[config.mk]
export PLATFORM = sky130hd
export DESIGN_NAME = dps_ram
export DESIGN_NICKNAME = d
export VERILOG_FILES = /design/src/dps_ram.sv
export SDC_FILE = /design/constraint.sdc
export NUM_CORES = 1
export LEC_CHECK = 0
export BUFFER_PORTS_ARGS = -buffer_cell sky130_fd_sc_hd__buf_4
export CORE_MARGIN = 10
export CORE_UTILIZATION = 25
export DETAILED_ROUTE_END_ITERATION = 8
export GPL_TIMING_DRIVEN = 0
export RECOVER_POWER = 25
export SYNTH_ARGS = -nofsm -noshare
export SYNTH_HDL_FRONTEND = slang
export SYNTH_SLANG_ARGS = --single-unit
[constraint.sdc]
create_clock -name clock -period 16.2 [get_ports clock]
set_clock_uncertainty 0.2 [all_clocks]
set_input_delay 2.43 -clock clock [delete_from_list [all_inputs] [get_ports clock]]
set_output_delay 2.43 -clock clock [all_outputs]
set_load 0.05 [all_outputs]
[src/dps_ram.sv]
// Single-port-write, single-port-read synchronous memory with registered read data.
`timescale 1ns / 1ps

module dps_ram #(
   parameter int   DEPTH = 16,
   parameter int   WIDTH = 64,
   localparam int  AW    = $clog2(DEPTH)
) (
   input  logic             clock,
   input  logic             wr_en,
   input  logic [AW-1:0]    wr_addr,
   input  logic [WIDTH-1:0] wr_data,
   input  logic             rd_en,
   input  logic [AW-1:0]    rd_addr,
   output logic [WIDTH-1:0] rd_data
);

   logic [WIDTH-1:0] mem [DEPTH];
   logic [WIDTH-1:0] rd_data_ff;

   always_ff @(posedge clock) begin
      if (wr_en) begin
         mem[wr_addr] <= wr_data;
      end
   end

   always_ff @(posedge clock) begin
      if (rd_en) begin
         rd_data_ff <= mem[rd_addr];
      end
   end

   assign rd_data = rd_data_ff;

endmodule

==> flow_results.xml <==
<?xml version="1.0" encoding="UTF-8"?>
<metrics>
  <group name="run_status">
    <metric name="result_of_the_run" unit="">complete, no violations</metric>
  </group>
  <group name="floorplan">
    <metric name="dieArea" unit="um^2">177000</metric>
    <metric name="floorplan.rows" unit="">147</metric>
    <metric name="top_ports" unit="">139</metric>
    <metric name="floorplan.initialDensity" unit="%">25.1</metric>
    <metric name="floorplan.core_area" unit="um^2">160000</metric>
    <metric name="dieHeight" unit="um">421</metric>
    <metric name="dieWidth" unit="um">421</metric>
  </group>
  <group name="sta">
    <metric name="final_critical_path_setup_slack" unit="ns">11.69</metric>
    <metric name="rsz0062_at_grt" unit="">no</metric>
    <metric name="timing_hold_violations_final" unit="">0</metric>
    <metric name="maximum_clock_frequency" unit="MHz">222</metric>
    <metric name="fin_crit_sh" unit="%">27.9</metric>
    <metric name="relSlewSlack" unit="%">9.95</metric>
    <metric name="hold_ws" unit="ns">0.550</metric>
    <metric name="finalSetupViolCount" unit="">0</metric>
    <metric name="timing_worst_slew_pin_value" unit="ns">1.35</metric>
    <metric name="timing.setup.tns" unit="ns">0</metric>
    <metric name="final_slew_viol_count" unit="">0</metric>
    <metric name="layout_min_cycle_time" unit="ns">4.51</metric>
  </group>
  <group name="synth">
    <metric name="synthAdderAreaFrac" unit="%">0</metric>
    <metric name="postSynthRegisterBits" unit="">1088</metric>
    <metric name="synth_simple_gate_area_share" unit="%">0.927</metric>
    <metric name="mean_syn_cell_area" unit="um^2">24.4</metric>
    <metric name="syn-instance-count" unit="">1647</metric>
    <metric name="synth_sequential_area_ratio" unit="%">81.2</metric>
    <metric name="synth.area.mux_share" unit="%">14.3</metric>
    <metric name="yosysWarningCount" unit="">0</metric>
    <metric name="cell_area_synth" unit="um^2">40200</metric>
    <metric name="xor_xnor_share_of_the_synthesized_area" unit="%">0</metric>
    <metric name="yosysUniqueCellTypes" unit="">17</metric>
    <metric name="synth-compound-area-share" unit="%">2.39</metric>
    <metric name="main_combinational_cell_family_by_area_after_synthesis" unit="">multiplexers</metric>
    <metric name="synthesis.nets" unit="">1722</metric>
  </group>
  <group name="pwr">
    <metric name="p_comb_share" unit="%">6.1</metric>
    <metric name="power.share.switching" unit="%">21.5</metric>
    <metric name="p_switching" unit="mW">1.23</metric>
    <metric name="clock_power_share" unit="%">38.0</metric>
    <metric name="power.leakage" unit="nW">14.7</metric>
    <metric name="power_density" unit="nW/um^2">119</metric>
    <metric name="cell_internal_pwr" unit="mW">4.48</metric>
    <metric name="sequential_power_share" unit="%">55.9</metric>
    <metric name="ir_drop" unit="uV">78.5</metric>
  </group>
  <group name="worst_setup_path">
    <metric name="worstRegToRegCells" unit="">3</metric>
    <metric name="reg2reg_from" unit="">mem[3][46]$_DFFE_PP_</metric>
    <metric name="critical_path.endpoint" unit="">rd_data[46]$_DFFE_PP_</metric>
    <metric name="criticalPathCategory" unit="">input pin to register</metric>
    <metric name="cp_max_fo" unit="">10</metric>
    <metric name="cp.arrival" unit="ns">4.76</metric>
    <metric name="endpoint_kind" unit="">register</metric>
    <metric name="startpoint_class_of_the_critical_path" unit="">input pin</metric>
    <metric name="critical_path_required" unit="ns">16.45</metric>
    <metric name="critPathLaunch" unit="">rd_addr[2]</metric>
    <metric name="setup.reg_to_reg.worst_slack" unit="ns">14.35</metric>
    <metric name="reg2reg_end" unit="">rd_data[46]$_DFFE_PP_</metric>
  </group>
  <group name="clocking">
    <metric name="worst_skew_pair.late_latency" unit="ns">0.67</metric>
    <metric name="cts-root-buf" unit="">clkbuf_16</metric>
    <metric name="cts_tree" unit="">built</metric>
    <metric name="numClockSinks" unit="">1088</metric>
    <metric name="maximum_clock_insertion_buffer_count" unit="">3</metric>
    <metric name="post_cts_resize_count" unit="">0</metric>
    <metric name="clkSlewWorstSetupHoldPaths" unit="ns">0.07</metric>
    <metric name="numCtsBuffers" unit="">95</metric>
    <metric name="cts.repair_timing.setup_buffer_count" unit="">0</metric>
    <metric name="cts_hold_repair.buffers" unit="">0</metric>
    <metric name="cts_max_level" unit="">3</metric>
  </group>
  <group name="cells_and_area">
    <metric name="area_occupied_by_multi_input_gates" unit="um^2">7210</metric>
    <metric name="layout-drive-gt1-share" unit="%">29.2</metric>
    <metric name="area.growth.synth_to_final" unit="%">19.3</metric>
    <metric name="combined_flip_flop_and_latch_cell_area" unit="um^2">32700</metric>
    <metric name="nets" unit="">2027</metric>
    <metric name="nFillCells" unit="">15343</metric>
  </group>
  <group name="global_route">
    <metric name="gr-total-overflow" unit="">0</metric>
    <metric name="first_global_vias" unit="">19035</metric>
    <metric name="track_usage" unit="%">10.8</metric>
    <metric name="global_route_wire_length_before_repair" unit="um">142000</metric>
    <metric name="antenna_found_initial" unit="">26</metric>
    <metric name="grt_start_max_net_pins" unit="">65</metric>
  </group>
  <group name="detailed_routing">
    <metric name="dr_total_vias" unit="">18144</metric>
    <metric name="antenna_violating_nets_post_route" unit="">0</metric>
    <metric name="wl_per_cell" unit="um">23.4</metric>
    <metric name="wirelength" unit="um">98200</metric>
    <metric name="initialDrtViolationCount" unit="">1595</metric>
    <metric name="drc_markers" unit="">0</metric>
    <metric name="firstDrtPassIters" unit="">5</metric>
    <metric name="via_density" unit="">4.33</metric>
  </group>
  <group name="placed_design">
    <metric name="routabilityCongestion" unit="">0.674</metric>
    <metric name="port-buffer-count" unit="">136</metric>
    <metric name="place_ws" unit="ns">10.96</metric>
    <metric name="place.detailed.hpwl" unit="um">64400</metric>
  </group>
  <group name="worst_hold_path">
    <metric name="worst_hold_path_type" unit="">register to register</metric>
  </group>
  <group name="run">
    <metric name="cap_violations" unit="">0</metric>
  </group>
</metrics>
==> registers in the layout (all words and copies together) (netlist names) <==
name	flops
mem	1024
rd_data	64
==> area by class of cell <==
type                       instances  area share (%)
antenna                            5          0.0261
buffer                            84           0.941
clock buffer                     116            5.16
clock inverter                    54           0.889
multi-input combinational        475            15.0
sequential                      1088            68.1
tap                             2160            5.63
timing repair buffer             208            4.22
==> cell families (layout without fill, tap and decap cells) <==
family | count (synthesis) | in the layout
and+or+nand+nor | 91 | 91
other | 0 | 5
DFF | 1088 | 1088
buffers and inverters | 84 | 462
muxes | 256 | 256
AOI/OAI and AO/OA | 128 | 128
==> synthesized netlist by cell type (all sizes together) <==
library cell / instances / area share, %
a22oi: 128 / 2.4
and2: 1 / 0.016
buf: 48 / 0.79
clkbuf: 36 / 0.34
edfxtp: 1088 / 81
mux4: 256 / 14
nand2: 65 / 0.61
nand2b: 2 / 0.031
nand3: 1 / 0.012
nand3b: 2 / 0.037
nor2: 13 / 0.12
nor2b: 2 / 0.031
nor3: 4 / 0.050
or3b: 1 / 0.022
==> through the flow <==
step                power [mW]  std cells  cell area (um^2)  util, %
finish                    5.71       4190             48000     29.9
global route              5.89       4188             48000     29.9
CTS                       5.77       4185             48100     30.1
detailed placement        3.61       4015             45200     28.2
global placement          3.61       3943             43900     27.4
floorplan                 3.45       1647             40200        -
==> routing by layer <==
layer | up-vias | track usage (%) | wire [um]
li1 | 7731 | - | -
met1 | 9707 | 12.7 | 38000
met2 | 533 | 19.4 | 52400
met3 | 159 | 2.01 | 4790
met4 | 14 | 4.11 | 3010
met5 | - | 0 | 87
==> placed cells by master (no fill, tap or decap), types with 16 or more instances in the layout <==
cell type | Yosys | routed
a22oi_1 | 128 | 128
buf_12 | 0 | 28
clkbuf_1 | 36 | 105
clkinv_2 | 0 | 16
buf_4 | 6 | 94
buf_6 | 13 | 46
mux4_2 | 256 | 256
clkinv_1 | 0 | 23
buf_1 | 16 | 16
edfxtp_1 | 1088 | 1088
clkbuf_16 | 0 | 96
nand2_1 | 65 | 65
==> worst min-delay path by stage <==
stage / startpoint / end / depth (start not counted) / slack [ns]
after floorplan: mem[14][0]$_DFFE_PP_ / rd_data[0]$_DFFE_PP_ / 3 / 0.51
after global placement: mem[14][44]$_DFFE_PP_ / rd_data[44]$_DFFE_PP_ / 3 / 0.54
after detailed placement: mem[14][44]$_DFFE_PP_ / rd_data[44]$_DFFE_PP_ / 3 / 0.54
after CTS: mem[14][44]$_DFFE_PP_ / rd_data[44]$_DFFE_PP_ / 3 / 0.54
after global routing: mem[15][51]$_DFFE_PP_ / rd_data[51]$_DFFE_PP_ / 3 / 0.59
final: mem[14][44]$_DFFE_PP_ / rd_data[44]$_DFFE_PP_ / 3 / 0.55
==> power groups by stage <==
| stage | clock network (mW) | logic, mW | registers (mW) |
|---|---|---|---|
| finish | 2.17 | 0.350 | 3.19 |
| global route | 2.33 | 0.373 | 3.19 |
| detailed placement | 0 | 0.365 | 3.25 |
| CTS | 2.22 | 0.365 | 3.19 |
| global placement | 0 | 0.348 | 3.26 |
| floorplan | 0 | 0.150 | 3.30 |
==> worst max-delay path, stage by stage <==
cell      delay, ns
buf_4          0.12
nor2_1         0.99
clkbuf_1       0.69
a22oi_1        0.20
nand2_1        0.30
Power figures use the tool's default switching activity.
